### config.mk
export PLATFORM = sky130hd
export DESIGN_NAME = integer_to_ascii_digits_flat
export DESIGN_NICKNAME = d
export VERILOG_FILES = /design/src/itoa_pkg.sv /design/src/itoa_if.sv /design/src/itoa_front.sv /design/src/itoa_queue.sv /design/src/itoa_back.sv /design/src/integer_to_ascii_digits.sv /design/src/flat_wrapper.sv
export SDC_FILE = /design/constraint.sdc
export NUM_CORES = 1
export LEC_CHECK = 0
export ABC_AREA = 1
export BUFFER_PORTS_ARGS = -buffer_cell sky130_fd_sc_hd__buf_2
export CAP_MARGIN = 20
export CORE_MARGIN = 3
export CORE_UTILIZATION = 53
export CTS_BUF_LIST = sky130_fd_sc_hd__clkbuf_4 sky130_fd_sc_hd__clkbuf_8 sky130_fd_sc_hd__clkbuf_16
export CTS_CLUSTER_DIAMETER = 40
export DETAILED_ROUTE_END_ITERATION = 8
export HOLD_SLACK_MARGIN = 0.05
export PLACE_DENSITY = 0.7
export SLEW_MARGIN = 5
export SYNTH_ARGS = -nofsm -noshare
export SYNTH_HDL_FRONTEND = slang
export SYNTH_SLANG_ARGS = --single-unit
### constraint.sdc
create_clock -name i_clk -period 11.8 [get_ports i_clk]
set_input_delay 1.77 -clock i_clk [delete_from_list [all_inputs] [get_ports i_clk]]
set_output_delay 1.77 -clock i_clk [all_outputs]
set_load 0.02 [all_outputs]
### src/itoa_pkg.sv
// Shared types, codes and character constants of the integer to ASCII converter.
package itoa_pkg;

    localparam int VALUE_WIDTH_DEF = 32;
    localparam int QUEUE_DEPTH     = 2;

    localparam logic [7:0] RADIX_BIN = 8'd2;
    localparam logic [7:0] RADIX_OCT = 8'd8;
    localparam logic [7:0] RADIX_DEC = 8'd10;
    localparam logic [7:0] RADIX_HEX = 8'd16;

    localparam logic [7:0] CHAR_NUL     = 8'h00;
    localparam logic [7:0] CHAR_MINUS   = 8'h2D;
    localparam logic [7:0] CHAR_ZERO    = 8'h30;
    localparam logic [7:0] CHAR_NINE    = 8'h39;
    localparam logic [7:0] CHAR_UPPER_A = 8'h41;
    localparam logic [3:0] DIGIT_TEN    = 4'd10;

    typedef enum logic [2:0] {
        KIND_NONE,
        KIND_BIN,
        KIND_OCT,
        KIND_DEC,
        KIND_HEX
    } t_kind;

    typedef struct packed {
        t_kind kind;
        logic  neg;
    } t_cls;

    // Digit value 0 to 15 to its ASCII symbol, upper case above nine.
    function automatic logic [7:0] digit_char(input logic [3:0] d);
        logic [7:0] ext;
        ext = {4'b0000, d};
        if (d < DIGIT_TEN) begin
            return CHAR_ZERO + ext;
        end
        return CHAR_UPPER_A + ext - {4'b0000, DIGIT_TEN};
    endfunction

endpackage

### src/itoa_if.sv
// Request channel interfaces: integer input and character output.
interface itoa_in_if
    import itoa_pkg::*;
#(
    parameter int VALUE_WIDTH = VALUE_WIDTH_DEF
);
    logic                          valid;
    logic                          ready;
    logic signed [VALUE_WIDTH-1:0] value;
    logic [7:0]                    radix;

    modport source (output valid, output value, output radix, input ready);
    modport sink (input valid, input value, input radix, output ready);
endinterface

interface itoa_out_if;
    logic       valid;
    logic       ready;
    logic [7:0] text_char;
    logic       last;

    modport source (output valid, output text_char, output last, input ready);
    modport sink (input valid, input text_char, input last, output ready);
endinterface

### src/itoa_front.sv
// Front end: classifies a request by radix and sign and aligns its magnitude.
module itoa_front
    import itoa_pkg::*;
#(
    parameter int VALUE_WIDTH = VALUE_WIDTH_DEF,
    localparam int MAG_W = VALUE_WIDTH + 3
) (
    input  logic signed [VALUE_WIDTH-1:0] i_value,
    input  logic [7:0]                    i_radix,
    output t_cls                          o_cls,
    output logic [MAG_W-1:0]              o_mag
);
    localparam int ND_OCT = (VALUE_WIDTH + 2) / 3;
    localparam int ND_HEX = (VALUE_WIDTH + 3) / 4;
    localparam int SH_STD = MAG_W - VALUE_WIDTH;
    localparam int SH_OCT = MAG_W - 3 * ND_OCT;
    localparam int SH_HEX = MAG_W - 4 * ND_HEX;

    t_kind                  kind;
    logic                   neg;
    logic [VALUE_WIDTH-1:0] raw;
    logic [VALUE_WIDTH-1:0] mag;
    logic [MAG_W-1:0]       ext;

    always_comb begin
        case (i_radix)
            RADIX_BIN: kind = KIND_BIN;
            RADIX_OCT: kind = KIND_OCT;
            RADIX_DEC: kind = KIND_DEC;
            RADIX_HEX: kind = KIND_HEX;
            default:   kind = KIND_NONE;
        endcase
    end

    // Only decimal requests carry a sign; other bases read the raw pattern.
    assign raw = i_value;
    assign neg = (kind == KIND_DEC) && raw[VALUE_WIDTH-1];
    assign mag = neg ? (~raw + {{(VALUE_WIDTH-1){1'b0}}, 1'b1}) : raw;
    assign ext = {3'b000, mag};

    // Left-align so that the most significant digit group sits at the top.
    always_comb begin
        case (kind)
            KIND_OCT: o_mag = ext << SH_OCT;
            KIND_HEX: o_mag = ext << SH_HEX;
            default:  o_mag = ext << SH_STD;
        endcase
    end

    assign o_cls.kind = kind;
    assign o_cls.neg  = neg;
endmodule

### src/itoa_queue.sv
// Short command queue between the front end and the digit engine.
module itoa_queue
    import itoa_pkg::*;
#(
    parameter int DATA_W = 8
) (
    input  logic              i_clk,
    input  logic              i_rst_n,
    input  logic              i_push,
    input  logic [DATA_W-1:0] i_data,
    output logic              o_full,
    input  logic              i_pop,
    output logic              o_empty,
    output logic [DATA_W-1:0] o_data
);
    localparam int PTR_W = (QUEUE_DEPTH > 1) ? $clog2(QUEUE_DEPTH) : 1;
    localparam int CNT_W = $clog2(QUEUE_DEPTH + 1);
    localparam logic [PTR_W-1:0] PTR_LAST = PTR_W'(QUEUE_DEPTH - 1);
    localparam logic [CNT_W-1:0] CNT_FULL = CNT_W'(QUEUE_DEPTH);

    logic [DATA_W-1:0] r_entry [QUEUE_DEPTH];
    logic [PTR_W-1:0]  r_wr_ptr, n_wr_ptr;
    logic [PTR_W-1:0]  r_rd_ptr, n_rd_ptr;
    logic [CNT_W-1:0]  r_count, n_count;
    logic              do_push, do_pop;

    assign o_full  = (r_count == CNT_FULL);
    assign o_empty = (r_count == '0);
    assign o_data  = r_entry[r_rd_ptr];
    assign do_push = i_push && !o_full;
    assign do_pop  = i_pop && !o_empty;

    always_comb begin
        n_wr_ptr = r_wr_ptr;
        n_rd_ptr = r_rd_ptr;
        n_count  = r_count;
        if (do_push) begin
            n_wr_ptr = (r_wr_ptr == PTR_LAST) ? '0 : r_wr_ptr + 1'b1;
        end
        if (do_pop) begin
            n_rd_ptr = (r_rd_ptr == PTR_LAST) ? '0 : r_rd_ptr + 1'b1;
        end
        if (do_push && !do_pop) begin
            n_count = r_count + 1'b1;
        end else if (do_pop && !do_push) begin
            n_count = r_count - 1'b1;
        end
    end

    always_ff @(posedge i_clk) begin
        if (!i_rst_n) begin
            r_wr_ptr <= '0;
            r_rd_ptr <= '0;
            r_count  <= '0;
        end else begin
            r_wr_ptr <= n_wr_ptr;
            r_rd_ptr <= n_rd_ptr;
            r_count  <= n_count;
        end
    end

    always_ff @(posedge i_clk) begin
        if (do_push) begin
            r_entry[r_wr_ptr] <= i_data;
        end
    end
endmodule

### src/itoa_back.sv
// Digit engine: binary to BCD conversion, digit emission and the output register.
module itoa_back
    import itoa_pkg::*;
#(
    parameter int VALUE_WIDTH = VALUE_WIDTH_DEF,
    localparam int MAG_W = VALUE_WIDTH + 3
) (
    input  logic             i_clk,
    input  logic             i_rst_n,
    input  logic             i_cmd_valid,
    input  t_cls             i_cls,
    input  logic [MAG_W-1:0] i_mag,
    output logic             o_pop,
    output logic             o_valid,
    input  logic             i_ready,
    output logic [7:0]       o_char,
    output logic             o_last
);
    // Decimal digit slots: log10(2) is just above 0.3, plus one slot of margin.
    localparam int NDEC   = (VALUE_WIDTH * 3) / 10 + 2;
    localparam int BCD_W  = 4 * NDEC;
    localparam int CNT_W  = $clog2(VALUE_WIDTH + 1);
    localparam int ND_OCT = (VALUE_WIDTH + 2) / 3;
    localparam int ND_HEX = (VALUE_WIDTH + 3) / 4;
    localparam logic [CNT_W-1:0] CNT_ONE = CNT_W'(1);

    typedef enum logic [4:0] {
        ST_IDLE   = 5'b00001,
        ST_DABBLE = 5'b00010,
        ST_SIGN   = 5'b00100,
        ST_DIGIT  = 5'b01000,
        ST_TERM   = 5'b10000
    } t_state;

    t_state           r_state, n_state;
    t_kind            r_kind, n_kind;
    logic             r_neg, n_neg;
    logic             r_started, n_started;
    logic [CNT_W-1:0] r_cnt, n_cnt;
    logic [MAG_W-1:0] r_mag, n_mag;
    logic [BCD_W-1:0] r_bcd, n_bcd;
    logic             r_out_valid, n_out_valid;
    logic [7:0]       r_out_char, n_out_char;
    logic             r_out_last, n_out_last;

    logic             slot_free;
    logic             emit;
    logic [7:0]       emit_char;
    logic             emit_last;
    logic [3:0]       top4;
    logic [3:0]       dig;
    logic [MAG_W-1:0] mag_next;
    logic [BCD_W-1:0] bcd_adj;
    logic             lead_zero;

    assign slot_free = !r_out_valid || i_ready;
    assign top4      = r_mag[MAG_W-1 -: 4];

    // Shift-add-3 correction on every BCD digit before the next bit enters.
    always_comb begin
        for (int k = 0; k < NDEC; k++) begin
            bcd_adj[4*k +: 4] = (r_bcd[4*k +: 4] >= 4'd5) ?
                                (r_bcd[4*k +: 4] + 4'd3) : r_bcd[4*k +: 4];
        end
    end

    always_comb begin
        case (r_kind)
            KIND_BIN: begin
                dig      = {3'b000, top4[3]};
                mag_next = r_mag << 1;
            end
            KIND_OCT: begin
                dig      = {1'b0, top4[3:1]};
                mag_next = r_mag << 3;
            end
            KIND_HEX: begin
                dig      = top4;
                mag_next = r_mag << 4;
            end
            KIND_DEC: begin
                dig      = r_bcd[BCD_W-1 -: 4];
                mag_next = r_mag;
            end
            default: begin
                dig      = 4'd0;
                mag_next = r_mag;
            end
        endcase
    end

    // A zero before the first significant digit is dropped, but never the last one.
    assign lead_zero = (dig == 4'd0) && !r_started && (r_cnt != CNT_ONE);

    always_comb begin
        n_state   = r_state;
        n_kind    = r_kind;
        n_neg     = r_neg;
        n_started = r_started;
        n_cnt     = r_cnt;
        n_mag     = r_mag;
        n_bcd     = r_bcd;
        o_pop     = 1'b0;
        emit      = 1'b0;
        emit_char = CHAR_NUL;
        emit_last = 1'b0;

        case (r_state)
            ST_IDLE: begin
                if (i_cmd_valid) begin
                    o_pop     = 1'b1;
                    n_kind    = i_cls.kind;
                    n_neg     = i_cls.neg;
                    n_mag     = i_mag;
                    n_bcd     = '0;
                    n_started = 1'b0;
                    case (i_cls.kind)
                        KIND_BIN: begin
                            n_cnt   = CNT_W'(VALUE_WIDTH);
                            n_state = ST_DIGIT;
                        end
                        KIND_OCT: begin
                            n_cnt   = CNT_W'(ND_OCT);
                            n_state = ST_DIGIT;
                        end
                        KIND_HEX: begin
                            n_cnt   = CNT_W'(ND_HEX);
                            n_state = ST_DIGIT;
                        end
                        KIND_DEC: begin
                            n_cnt   = CNT_W'(VALUE_WIDTH);
                            n_state = ST_DABBLE;
                        end
                        default: begin
                            n_state = ST_TERM;
                        end
                    endcase
                end
            end
            ST_DABBLE: begin
                n_bcd = {bcd_adj[BCD_W-2:0], r_mag[MAG_W-1]};
                n_mag = r_mag << 1;
                n_cnt = r_cnt - 1'b1;
                if (r_cnt == CNT_ONE) begin
                    n_cnt   = CNT_W'(NDEC);
                    n_state = r_neg ? ST_SIGN : ST_DIGIT;
                end
            end
            ST_SIGN: begin
                if (slot_free) begin
                    emit      = 1'b1;
                    emit_char = CHAR_MINUS;
                    n_state   = ST_DIGIT;
                end
            end
            ST_DIGIT: begin
                if (lead_zero || slot_free) begin
                    n_mag = mag_next;
                    n_bcd = r_bcd << 4;
                    n_cnt = r_cnt - 1'b1;
                    if (!lead_zero) begin
                        emit      = 1'b1;
                        emit_char = digit_char(dig);
                        n_started = 1'b1;
                        if (r_cnt == CNT_ONE) begin
                            n_state = ST_TERM;
                        end
                    end
                end
            end
            ST_TERM: begin
                if (slot_free) begin
                    emit      = 1'b1;
                    emit_char = CHAR_NUL;
                    emit_last = 1'b1;
                    n_state   = ST_IDLE;
                end
            end
            default: begin
                n_state = ST_IDLE;
            end
        endcase
    end

    always_comb begin
        n_out_valid = r_out_valid;
        n_out_char  = r_out_char;
        n_out_last  = r_out_last;
        if (emit) begin
            n_out_valid = 1'b1;
            n_out_char  = emit_char;
            n_out_last  = emit_last;
        end else if (i_ready) begin
            n_out_valid = 1'b0;
        end
    end

    always_ff @(posedge i_clk) begin
        if (!i_rst_n) begin
            r_state     <= ST_IDLE;
            r_out_valid <= 1'b0;
        end else begin
            r_state     <= n_state;
            r_out_valid <= n_out_valid;
        end
    end

    always_ff @(posedge i_clk) begin
        r_kind     <= n_kind;
        r_neg      <= n_neg;
        r_started  <= n_started;
        r_cnt      <= n_cnt;
        r_mag      <= n_mag;
        r_bcd      <= n_bcd;
        r_out_char <= n_out_char;
        r_out_last <= n_out_last;
    end

    assign o_valid = r_out_valid;
    assign o_char  = r_out_char;
    assign o_last  = r_out_last;
endmodule

### src/integer_to_ascii_digits.sv
// Top level of the integer to ASCII converter: front end, command queue and digit engine.
//
// Each request carries a signed integer and a radix; the block answers with the ASCII
// text of the number, most significant digit first, upper case A to F above nine,
// followed by a NUL character flagged as last. Radix 2, 8, 10 and 16 give digits; any
// other radix gives the NUL alone. In radix 10 a negative value is written as '-' and its
// magnitude, the most negative value included; the other radices read the bit pattern
// as an unsigned VALUE_WIDTH-bit number, and zero gives "0". The front end classifies a
// request and aligns its magnitude in the same cycle it is accepted, and a two-entry
// command queue lets up to two further requests wait while the digit engine works. The
// engine picks a command off the queue in its idle state. In radix 2, 8 and 16 it then
// steps through every digit position of the full width (VALUE_WIDTH, ceil(VALUE_WIDTH/3)
// or ceil(VALUE_WIDTH/4); leading zeros are skipped at one a cycle), each digit waiting
// for a free output register, and then the NUL. In radix 10 the shift-add-3 binary to BCD
// loop takes one bit a cycle over all VALUE_WIDTH bits, followed by the sign when present,
// the BCD digit slots (3*VALUE_WIDTH/10 + 2) with leading zeros dropped, and the NUL. That
// loop is the longest step of a decimal request. Results leave through a registered
// output, so a character waiting for its consumer does not keep the queue from taking
// new requests.
module integer_to_ascii_digits
    import itoa_pkg::*;
#(
    parameter int VALUE_WIDTH = VALUE_WIDTH_DEF
) (
    input  logic      i_clk,
    input  logic      i_rst_n,
    itoa_in_if.sink   i_in,
    itoa_out_if.source o_out
);
    localparam int MAG_W = VALUE_WIDTH + 3;
    localparam int CMD_W = MAG_W + $bits(t_cls);

    t_cls             front_cls;
    logic [MAG_W-1:0] front_mag;
    logic             q_full;
    logic             q_empty;
    logic             q_pop;
    logic [CMD_W-1:0] q_head;
    t_cls             head_cls;
    logic [MAG_W-1:0] head_mag;

    itoa_front #(
        .VALUE_WIDTH (VALUE_WIDTH)
    ) u_front (
        .i_value (i_in.value),
        .i_radix (i_in.radix),
        .o_cls   (front_cls),
        .o_mag   (front_mag)
    );

    // A request is taken whenever the queue has a free entry.
    assign i_in.ready = !q_full;

    itoa_queue #(
        .DATA_W (CMD_W)
    ) u_queue (
        .i_clk   (i_clk),
        .i_rst_n (i_rst_n),
        .i_push  (i_in.valid),
        .i_data  ({front_mag, front_cls}),
        .o_full  (q_full),
        .i_pop   (q_pop),
        .o_empty (q_empty),
        .o_data  (q_head)
    );

    assign head_cls = q_head[$bits(t_cls)-1:0];
    assign head_mag = q_head[CMD_W-1 -: MAG_W];

    itoa_back #(
        .VALUE_WIDTH (VALUE_WIDTH)
    ) u_back (
        .i_clk       (i_clk),
        .i_rst_n     (i_rst_n),
        .i_cmd_valid (!q_empty),
        .i_cls       (head_cls),
        .i_mag       (head_mag),
        .o_pop       (q_pop),
        .o_valid     (o_out.valid),
        .i_ready     (o_out.ready),
        .o_char      (o_out.text_char),
        .o_last      (o_out.last)
    );
endmodule

### src/flat_wrapper.sv
// flat-port wrapper written by rule: the top's interface ports become plain ports
module integer_to_ascii_digits_flat import itoa_pkg::*;
#(
    parameter int VALUE_WIDTH = VALUE_WIDTH_DEF
)
  (i_clk, i_rst_n, i_in_valid, i_in_value, i_in_radix, i_in_ready, o_out_valid, o_out_text_char, o_out_last, o_out_ready);
  itoa_in_if #(.VALUE_WIDTH(VALUE_WIDTH)) i_in_i ();
  itoa_out_if o_out_i ();
  input  logic i_clk;
  input  logic i_rst_n;
  input wire logic [$bits(i_in_i.valid)-1:0] i_in_valid;
  input wire logic [$bits(i_in_i.value)-1:0] i_in_value;
  input wire logic [$bits(i_in_i.radix)-1:0] i_in_radix;
  output wire logic [$bits(i_in_i.ready)-1:0] i_in_ready;
  output wire logic [$bits(o_out_i.valid)-1:0] o_out_valid;
  output wire logic [$bits(o_out_i.text_char)-1:0] o_out_text_char;
  output wire logic [$bits(o_out_i.last)-1:0] o_out_last;
  input wire logic [$bits(o_out_i.ready)-1:0] o_out_ready;
  assign i_in_i.valid = i_in_valid;
  assign i_in_i.value = i_in_value;
  assign i_in_i.radix = i_in_radix;
  assign i_in_ready = i_in_i.ready;
  assign o_out_valid = o_out_i.valid;
  assign o_out_text_char = o_out_i.text_char;
  assign o_out_last = o_out_i.last;
  assign o_out_i.ready = o_out_ready;
  integer_to_ascii_digits #(.VALUE_WIDTH(VALUE_WIDTH)) u_core (.i_clk(i_clk), .i_rst_n(i_rst_n), .i_in(i_in_i), .o_out(o_out_i));
endmodule
* After elaboration in Yosys (flattened, before gate mapping)
Memories as Yosys holds them, arrays and structs flattened. A register that Yosys moved wholly into a read port is not among the register bits. Index checks and enable logic that the tools add are counted. Widths: inputs -> output; s select.
Storage, ports and cells: memory bits (writable) 78, memory bits (read-only) 0, input port bits 44, memories 1, latch bits 0, register bits after elaboration 109, output and inout bits 11
Cells by class: multiplexer cells 67, bitwise operators 2, $lt $le $gt $ge 12, shifts and indexed selects 0, equality and inequality tests 31, multipliers 0, div/mod/pow operators 0, $add $sub $neg 20, reductions and logical operators 30
Memory list:
- u_core.u_queue.r_entry | words 2, width 39, rd ports 1, clocked after memory_dff 1, wr ports 1, RTL line itoa_queue.sv:21 | logic [DATA_W-1:0] r_entry [QUEUE_DEPTH];
Operators with widths (number):
- $pmux 35 s3 | 2
- $pmux 44 s3 | 1
- $mux 35 | 3
- $mux 44 | 2
- $ge 4x3->1 const B | 11
- $mux 4 | 11
- $add 4x2->4 const B | 10
- $pmux 6 s3 | 2
- $mux 5 | 7
- $add 32x1->32 const B | 1
- $mux 32 | 1
- $mux 8 | 4
- $not 32->32 | 1
- $pmux 5 s5 | 1
- $mux 6 | 4
- $mux 1 | 20
- $eq 3x2->1 const B | 6
- $eq 8x4->1 const B | 2
- $pmux 4 s4 | 1
- $pmux 8 s2 | 1
- $ne 2x2->1 const B | 7
- $pmux 3 s4 | 1
- $reduce_and 4->1 | 3
- $pmux 5 s2 | 1
- 39 further kinds | 59

* Longest topological paths before layout
Gate-level depths: netlist of run 1.
word-level depth 12, gate-level depth with buffers 17, mapped depth without buffers 17

* Modules after synthesis
A second synthesis of run 1 with hierarchy kept.
Second synthesis, totals: cells, all modules 1232, area, all modules 11265.8 µm²
Modules (own cells, without submodules):
- itoa_back | cells an instance 740, instances 1, seq. area each 3062.9 µm², area an instance 6520.0 µm²
- itoa_queue | cells an instance 159, instances 1, seq. area each 2442.3 µm², area an instance 3105.5 µm²
- itoa_front | cells an instance 331, instances 1, seq. area each 0.0 µm², area an instance 1632.8 µm²
- integer_to_ascii_digits | cells an instance 2, instances 1, seq. area each 0.0 µm², area an instance 7.5 µm²

* Worst setup path after synthesis of run 1
No wires, ideal clock.
kind input port to flip-flop, from in o_out_ready, to reg u_core.u_back.r_mag[10], enable pin, required time 11366 ps, slack 7448 ps, arrival time 3918 ps, buffers on the path 0, stages on the path 6, cells stage by stage nor2_1 inv_1 nor2_1 a21boi_2 o21ai_1 a21oi_1
Between the ends: word-level cells in the longest chain between the ends 4
Ends and longest elaborated chain:
- start: declaration | RTL line flat_wrapper.sv:18 | input wire logic [$bits(o_out_i.ready)-1:0] o_out_ready;
- $logic_or 1x1->1 | RTL line itoa_back.sv:56 | assign slot_free = !r_out_valid || i_ready;
- $logic_or 1x1->1 | RTL line itoa_back.sv:157 | if (lead_zero || slot_free) begin
- $ne 2x2->1 (no source line)
- $reduce_and 4->1 (no source line)
- end signal: assignment | RTL line itoa_back.sv:213 | r_mag <= n_mag;
- end: declaration | RTL line itoa_back.sv:40 | logic [MAG_W-1:0] r_mag, n_mag;
Every way passes these cells. A chain may end at the register's enable or synchronous reset.

* Worst setup path after layout of run 1
from in i_in_radix[6], to mem u_core.u_queue.r_entry[1][30] in the netlist's numbering (data pin)
Between the ends: word-level cells in the longest chain between the ends 6
Ends and longest elaborated chain:
- start: declaration | RTL line flat_wrapper.sv:13 | input wire logic [$bits(i_in_i.radix)-1:0] i_in_radix;
- $eq 8x5->1, or another cell as far along | RTL line itoa_front.sv:26 | case (i_radix)
- $pmux 3 s4 * | RTL line itoa_front.sv:26
- $eq 3x2->1 | RTL line itoa_front.sv:37 | assign neg = (kind == KIND_DEC) && raw[VALUE_WIDTH-1];
- $logic_and 1x1->1 | RTL line itoa_front.sv:37
- $mux 32 | RTL line itoa_front.sv:38 | assign mag = neg ? (~raw + {{(VALUE_WIDTH-1){1'b0}}, 1'b1}) : raw;
- $mux 35 * | RTL line itoa_front.sv:43 | case (kind)
- named net u_core.front_mag[26] | RTL line integer_to_ascii_digits.sv:34 | logic [MAG_W-1:0] front_mag;
- end: declaration | RTL line itoa_queue.sv:21
Mark *: on every way through the listed nets, which the timed path passes. The rest lies on a longest branch.

==> metrics.md, run 1 <==
| Metric | Value |
|---|---|
| Layout cell share with drive strength beyond 1 | `0.120` |
| Clock buffer depth | `2` |
| Hold Violations, Final | `0` |
| Overflow left after global routing | `0` |
| Total Nets Final | `around 1.4k` |
| Clk slew on worst S/H paths | `0.07 ns` |
| Initial antenna violation count | `0` |
| R2r endpoint | `u_core.u_back.r_bcd[6]` |
| Post-Syn Area per Cell | `roughly 8.5 um^2` |
| Post-Route Setup TNS | `0 ns` |
| MaxCap Viol Count | `0` |
| Synthesized area | `10,700 um^2` |
| Max_slew headroom | `0.329` |
| Commonest non-fill, non-tap cell in the layout | `nand2_1` |
| Cell count after synthesis | `1,266` |
| Critical path type | `in -> reg` |
| Pwr Density | `between 200 and 250 nW/um^2` |
| Leading area contributor after synthesis | `edfxtp_1` |
| WL met3 | `~960 um` |
| Status | `complete, no violations` |
| Initial Utilization | `0.545` |
| Fin cells | `between 1.5k and 2k` |
| Hold slack | `roughly 0.46 ns` |
| Synth Register Bits | `181` |
| Leakage | `roughly 5 nW` |
| Ys flop type | `edfxtp_1` |
| Worst-Skew Late Latency | `between 0.4 and 0.5 ns` |
| Vias in the first global route | `a little under 8k` |
| Min Tclk post-route | `about 3.4 ns` |
| Most frequent cells in the layout | `nand2_1, nor2_1, edfxtp_1` |
| Number of cell rows | `51` |
| Cell count after placement | `1,544` |
| Unique cell type count in the Yosys netlist | `45` |
| Synth top area cells | `edfxtp_1, nand2_1, nor2_1` |
| Layout area overhead | `10.2%` |
| Post-synth ARST share | `0` |
| Post-synth EDFFs | `170` |
| Num Clock Sinks | `around 180` |
| ANT nets after route | `0` |
| Gpl congestion | `around 0.91` |
| Reg2Reg Setup Slack | `between 8 and 9 ns` |
| Highest clock rate | `roughly 0.30 GHz` |
| Seq/Total Area, Yosys | `0.497` |
| TritonRoute pass-1 iters | `4` |
| Post-cts resize count | `0` |
| FF-to-FF path depth | `16` |
| Chip Width | `roughly 150 um` |
| I/O pin count | `between 50 and 60` |
| Port bufs | `53` |
| Fin crit share | `0.286` |
| Ys Warns | `0` |
| CP startpoint kind | `input pin` |
| Die area | `around 22,000 um^2` |
| CTS tree | `built` |
| Top layer in use | `met4` |
| DP HPWL | `between 15 and 20 mm` |
| Reg-to-Reg Start | `u_core.u_back.r_kind[2]` |
| DR vias/cell | `5.31` |
| Avg WL per Cell | `approximately 14 um` |
| Worst-path fanout max | `22` |
| Metal2 WL | `10.6 mm` |
| Setup repair bufs after CTS | `0` |
| Cell depth of the worst hold path | `1` |
| CTS Hold Bufs | `0` |
| Total GRT Usage | `0.205` |
| Total Power | `slightly below 0.003 W` |
| Clock Skew | `approximately 0.0085 ns` |
| HP Class | `reg -> reg` |
| Total wire length | `about 22 mm` |
| Setup crit end kind | `flip-flop` |
| Ant diodes | `0` |
| Mapped Nets | `1,338` |
| RSZ-0062 raised after global routing | `no` |
| Die Span Y | `about 150 um` |
| Hold path startpoint | `u_core.u_queue.r_rd_ptr` |
| Max VDD drop | `0.239 mV` |
| TritonCTS buffer count | `17` |
| Core footprint | `19,700 um^2` |
| Drt drc | `0` |
| Pin count of the biggest net entering global routing | `48` |
| Worst-margin pin slew | `between 1 and 1.5 ns` |
| First-pass GRT wire length | `around 37 mm` |
| Critical path required time | `between 10 and 15 ns` |
| Slew Limit Fails | `0` |
| DRT iter0 DRCs | `617` |
| Root Buffer | `clkbuf_16` |
| Vias | `8,390` |
| Synth top area share | `0.477` |
| H-Tree Depth | `4` |
| Final setup vio count | `0` |
| CP Data Arrival Time | `between 3 and 4 ns` |
| M1 wire length | `around 10 mm` |
-- logic make-up (layout without fill, tap and decap cells) --
logic type,count (synthesis),in the layout,share of synthesized area
DFF,181,181,0.497
xor gates and xnor gates,30,30,0.0245
other,1,1,0.000350
adders and majority gates,28,28,0.0327
buffers and inverters,206,254,0.0791
AOI/OAI and AO/OA,171,171,0.114
and+or+nand+nor,649,649,0.252
-- layer usage --
| metal | global-route usage | vias to the layer above |
|---|---|---|
| li1 | - | 4304 |
| met1 | 0.276 | 3863 |
| met2 | 0.342 | 196 |
| met3 | 0.0305 | 27 |
| met4 | 0.0721 | 0 |
| met5 | 0 | - |
-- worst max path at each step --
| stage | depth (start not counted) | from | to | slack, ns |
|---|---|---|---|---|
| CTS | 15 | u_core.u_back.r_kind[2] | u_core.u_back.r_mag[11] | 8.08 |
| floorplan | 6 | o_out_ready | u_core.u_back.r_mag[10] | 7.45 |
| global placement | 7 | o_out_ready | u_core.u_back.r_mag[17] | 8.01 |
| finish | 10 | i_in_radix[6] | u_core.u_queue.r_entry[1][30] | 8.43 |
| global route | 16 | u_core.u_back.r_kind[2] | u_core.u_back.r_bcd[29] | 8.14 |
| detailed placement | 10 | i_in_radix[6] | u_core.u_queue.r_entry[0][30] | 7.96 |
-- metrics by stage --
| stage | util | setup WS, ns | area, um^2 |
|---|---|---|---|
| detailed placement | 0.566 | 7.96 | 11100 |
| global placement | 0.566 | 8.01 | 11100 |
| finish | 0.600 | 8.43 | 11800 |
| CTS | 0.597 | 8.08 | 11700 |
| floorplan | - | 7.45 | 10700 |
| global route | 0.600 | 8.14 | 11800 |
-- flip-flops by register name (all words and copies together), names as in the netlist, named ones only --
| register | cells |
|---|---|
| u_core.u_back.o_char | 7 |
| u_core.u_back.o_last | 1 |
| u_core.u_back.o_valid | 1 |
| u_core.u_back.r_bcd | 44 |
| u_core.u_back.r_cnt | 6 |
| u_core.u_back.r_kind | 3 |
| u_core.u_back.r_mag | 33 |
| u_core.u_back.r_neg | 1 |
| u_core.u_back.r_started | 1 |
| u_core.u_back.r_state | 5 |
| u_core.u_queue.r_count | 2 |
| u_core.u_queue.r_entry | 74 |
| u_core.u_queue.r_rd_ptr | 1 |
| u_core.u_queue.r_wr_ptr | 1 |
-- area by class of cell --
type                       instances  area, um^2
tap                              265         332
clock buffer                      17         425
multi-input combinational        879        4560
timing repair buffer              60         363
inverter                         162         608
sequential                       181        5330
clock inverter                    15         181
fill                            1765        7860
-- power by group --
group / leakage, nW / internal (W) / total [W] / switching, W
sequential: 1.71 / 0.00106 / 0.00119 / 0.000132
combinational: 2.86 / 0.000364 / 0.00115 / 0.000781
clock: 0.295 / 0.000288 / 0.000567 / 0.000279
total: 4.87 / 0.00171 / 0.00291 / 0.00119
-- synth_stat cells, types with 2 or more instances --
cell type	count
nand2_1	338
nor2_1	207
edfxtp_1	170
inv_1	147
nand3_1	49
o21ai_0	48
o22ai_1	39
ha_1	28
o32ai_1	22
xor2_1	21
o311ai_1	20
clkbuf_1	19
inv_2	15
a21oi_1	14
buf_2	14
nor2_2	12
dfxtp_1	11
nand4_1	11
o311ai_2	10
nand2_2	9
xnor2_1	9
buf_4	7
o21ai_1	6
nand3_2	5
nor3_1	5
buf_6	4
a21oi_2	3
o21bai_1	3
and2_1	2
nor2_4	2
nor4_1	2
-- worst max-delay path, cell delays in order --
cell and delay (ns):
buf_2 0.09, inv_1 0.04, nand2_1 0.06, nor2_2 0.15, nand4_1 0.15, nor2_2 0.71
nand2_1 0.22, xor2_1 0.20, nand2_1 0.06, nand2_1 0.09
No activity file was read; power rests on OpenSTA's default activity.
==> inputs of run 2 (changes only) <==
--- a/config.mk
+++ b/config.mk
@@ -5,7 +5,7 @@
 export SDC_FILE = /design/constraint.sdc
 export NUM_CORES = 1
 export LEC_CHECK = 0
-export ABC_AREA = 1
+export ABC_AREA = 0
 export BUFFER_PORTS_ARGS = -buffer_cell sky130_fd_sc_hd__buf_2
 export CAP_MARGIN = 20
 export CORE_MARGIN = 3
@@ -14,7 +14,7 @@
 export CTS_CLUSTER_DIAMETER = 40
 export DETAILED_ROUTE_END_ITERATION = 8
 export HOLD_SLACK_MARGIN = 0.05
-export PLACE_DENSITY = 0.7
+export PLACE_DENSITY = 0.72
 export SLEW_MARGIN = 5
 export SYNTH_ARGS = -nofsm -noshare
 export SYNTH_HDL_FRONTEND = slang
==> constraint.sdc (replaced) <==
create_clock -name i_clk -period 2.9 [get_ports i_clk]
set_input_delay 0.435 -clock i_clk [delete_from_list [all_inputs] [get_ports i_clk]]
set_output_delay 0.435 -clock i_clk [all_outputs]
set_load 0.02 [all_outputs]
==> run 2 against run 1 <==
Clock power increased to 4.1 times the previous value. Clock skew increased by 0.0030 ns. Synthesized cell count decreased by 26%. First-iteration DRC count decreased by 1.9%. Largest power group unchanged. Die area decreased by 5.7%. Cell area decreased by 4.0%.
==> metrics.md, run 2 <==
| Metric | Value |
|---|---|
| Synth top area share | `0.507 (+0.0302)` |
| Vias in the first global route | `6,986 (-11%)` |
| Commonest non-fill, non-tap cell in the layout | `edfxtp_1` |
| CP startpoint kind | `flip-flop` |
| Clock power share | `0.227 (+0.032)` |
| DR vias/cell | `6.14 (+16%)` |
| Reg2Reg Setup Slack | `0.03 ns (-8.43 ns)` |
| I/O pin count | `55 (unchanged)` |
| Num Clock Sinks | `181 (unchanged)` |
| Synth Area in XOR/XNOR | `0.0426 (+0.0181)` |
| Regs by FF count | `u_core.u_queue.r_entry (74), u_core.u_back.r_bcd (44), u_core.u_back.r_mag (33)` |
| Number of cell rows | `49 (-3.9%)` |
| Most frequent cells in the layout | `edfxtp_1, nand2_1, o21ai_0` |
| Cell count after synthesis | `936 (-26%)` |
| MaxCap Viol Count | `0 (unchanged)` |
| Simple-Gate Fraction of Synth Area | `0.137 (-0.115)` |
| Setup repair bufs after CTS | `0 (unchanged)` |
| Post-Syn Area per Cell | `10.8 um^2 (+27%)` |
| RSZ-0062 raised after global routing | `yes` |
| Gpl congestion | `0.900 (-1.6%)` |
| Layout cell share with drive strength beyond 1 | `0.146 (+0.0259)` |
| Ys Warns | `0 (unchanged)` |
| Largest family of logic cells by synthesized area | `compound AO/OA/AOI/OAI gates` |
| H-Tree Depth | `4 (unchanged)` |
| CTS tree | `built` |
| Status | `complete, no violations` |
| Mapped Nets | `1,008 (-25%)` |
| DRT iter0 DRCs | `605 (-1.9%)` |
| Leading area contributor after synthesis | `edfxtp_1` |
| Max_slew headroom | `0.534 (+0.205)` |
| Port bufs | `53 (unchanged)` |
| Max VDD drop | `0.521 mV (+120%)` |
| Reg power frac | `0.451 (+0.040)` |
| Combinational share of power | `0.322 (-0.072)` |
| Core footprint | `18,300 um^2 (-6.7%)` |
| Total wire length | `21.5 mm (-2.2%)` |
| P_sw | `0.00375 W (+210%)` |
| Setup slack after layout | `0.0259 ns (-8.40 ns)` |
| Worst-Skew Late Latency | `0.44 ns (about the same)` |
| Mux contribution to synthesized area | `0.0434 (+0.0434)` |
| Chip Width | `144 um (-2.9%)` |
| Int Power | `0.00639 W (+270%)` |
| Complex-gate fraction of the synthesized area | `0.175 (+0.0611)` |
| DP HPWL | `14.7 mm (-4.3%)` |
| Highest clock rate | `roughly 0.35 GHz` |
| Cell breakdown of the critical path | `mux2_2 -> a32o_2 -> inv_2 -> ha_1 -> nand2b_1 -> a31oi_2 -> a311oi_2 -> a21oi_4 -> o31a_4` |
| CP max-delay cell | `edfxtp_1` |
| Worst-path fanout max | `17 (-23%)` |
| Ant diodes | `0 (unchanged)` |
| Max reg flops | `74 (unchanged)` |
| Critical path required time | `3.02 ns (-8.96 ns)` |
| Total GRT Usage | `0.214 (+0.00855)` |
| HP Class | `in -> reg` |
| Total Nets Final | `1,058 (-23%)` |
| Fin crit share | `0.991` |
| Sw Ratio | `0.370 (-0.0401)` |
| # fillers | `1,455 (-18%)` |
| First-pass GRT wire length | `35.0 mm (-5.0%)` |
| Synth Area in Adders | `0.0348 (+0.00207)` |
| Clock Skew | `0.0115 ns (+0.00301 ns)` |
| Max incr delay on CP | `0.49 ns (-0.22 ns)` |
| Unique cell type count in the Yosys netlist | `68 (+51%)` |
| Setup crit end kind | `flip-flop` |
| Pin count of the biggest net entering global routing | `42 (-13%)` |
| Synth top cells by count | `edfxtp_1, nand2_1, o21ai_0, a21oi_1, nor2_1` |
| Worst slack at placement | `0.0190 ns (-7.94 ns)` |
| Total Power | `0.0101 W (+250%)` |
| TritonRoute pass-1 iters | `5 (+1)` |
| Post-synth ARST share | `0 (unchanged)` |
| Critical path type | `reg -> reg` |
| Ys flop type | `edfxtp_1` |
| Initial Utilization | `0.549 (+0.00449)` |
| Clk slew on worst S/H paths | `0.07 ns (about the same)` |
| Drt drc | `0 (unchanged)` |
| Seq/Total Area, Yosys | `0.529 (+0.0315)` |
| Leakage | `3.81 nW (-22%)` |
| Min Tclk post-route | `2.87 ns` |
| Avg WL per Cell | `17.5 um (+26%)` |
| Slew Limit Fails | `0 (unchanged)` |
| TritonCTS buffer count | `17 (unchanged)` |
| Final setup vio count | `0 (unchanged)` |
| Root Buffer | `clkbuf_16` |
| Overflow left after global routing | `0 (unchanged)` |
| Die area | `20,700 um^2 (-5.7%)` |
| Hold Violations, Final | `0 (unchanged)` |
| CP Data Arrival Time | `3.00 ns (-0.55 ns)` |
| Reg with most FFs | `u_core.u_queue.r_entry` |
| Clock buffer depth | `2 (unchanged)` |
| Synth Register Bits | `181 (unchanged)` |
| Layout area overhead | `12.5%` |
| Vias | `7,545 (-10%)` |
| Synth top area cells | `edfxtp_1, mux2i_1, ha_1` |
| Pwr Density | `895 nW/um^2 (+260%)` |
| Worst-margin pin slew | `0.699 ns (-0.304 ns)` |
| Synthesized area | `10,100 um^2 (-6.0%)` |
| Die Span Y | `144 um (-2.9%)` |
| ANT nets after route | `0 (unchanged)` |
| Initial antenna violation count | `0 (unchanged)` |
| Most frequent cell after synthesis | `edfxtp_1` |
| Post-synth EDFFs | `170 (unchanged)` |
run 2: cell count changes in the layout (fill, tap and decap cells not counted), sizes merged, moves of 37 or more:
cell and delta:
nand2 -256, nor2 -174, inv -117, nand3 -45, a21oi +40, mux2i +38, a22oi +37
run 2: worst paths after layout:
kind	startpoint	to	cells past startpoint
hold / removal	i_rst_n	u_core.u_back.r_state[0]	2
hold reg to reg	u_core.u_queue.r_rd_ptr	flip-flop	2
setup reg to reg	u_core.u_back.r_kind[0]	u_core.u_back.r_mag[8]	9
setup / recovery	u_core.u_back.r_kind[0]	u_core.u_back.r_mag[8]	9
run 2: logic make-up (layout without fill, tap and decap cells):
kind of cell               Yosys count  after routing
adders and majority gates           28             28
buffers and inverters               98            160
DFF                                181            181
muxes                               43             43
xor gates and xnor gates            49             49
and+or+nand+nor                    267            267
AOI/OAI and AO/OA                  269            270
other                                1              1
run 2: per-layer routing:
| metal | global-route usage | vias to the layer above | share of wire |
|---|---|---|---|
| met3 | 0.0366 | 27 | 0.048 |
| met1 | 0.294 | 3642 | 0.45 |
| met5 | 0 | - | 0 |
| met4 | 0.0728 | 0 | 0.019 |
| li1 | - | 3657 | - |
| met2 | 0.345 | 219 | 0.48 |
run 2: power by group through the flow:
stage / Combinational [W] / Sequential [W] / Clock, W
floorplan: 0.00243 / 0.00443 / 0
global placement: 0.00310 / 0.00457 / 0
detailed placement: 0.00318 / 0.00461 / 0
CTS: 0.00327 / 0.00456 / 0.00234
global route: 0.00364 / 0.00467 / 0.00245
finish: 0.00327 / 0.00457 / 0.00230
run 2: cell type report:
class / instances / area [um^2] / share of cell area
Sequential cell: 181 / 5330 / 0.470
Inverter: 46 / 173 / 0.0152
Clock buffer: 17 / 425 / 0.0376
Clock inverter: 15 / 176 / 0.0156
Multi-Input combinational cell: 658 / 4440 / 0.392
Tap cell: 229 / 287 / 0.0253
Timing Repair Buffer: 82 / 499 / 0.0441
run 2: stage by stage:
stage                     setup TNS (ns)   util  hold slack [ns]  instances  cell area [um^2]
after floorplan                   -14.20      -            0.472        936             10100
after global placement                 0  0.584            0.487       1195             10700
after detailed placement               0  0.584            0.495       1195             10700
after CTS                              0  0.618            0.198       1228             11300
after global routing               -2.48  0.618            0.219       1228             11300
final                                  0  0.618            0.210       1228             11300
run 2: what timing repair did:
item,4_1_cts,5_1_grt
endpoints found under the setup margin,33,77
hold endpoints to repair,0,0
hold buffers,0,0
gates cloned,1,0
pin swaps,0,0
gates resized for setup,1,1
run 2: worst max-delay path, delay by kind of cell, from the launching register on:
family,cells,cell delay (ns)
AOI/OAI and AO/OA,5,1.37
adders and majority gates,1,0.15
buffers and inverters,1,0.08
DFF,1,0.49
muxes,1,0.37
and+or+nand+nor,1,0.08
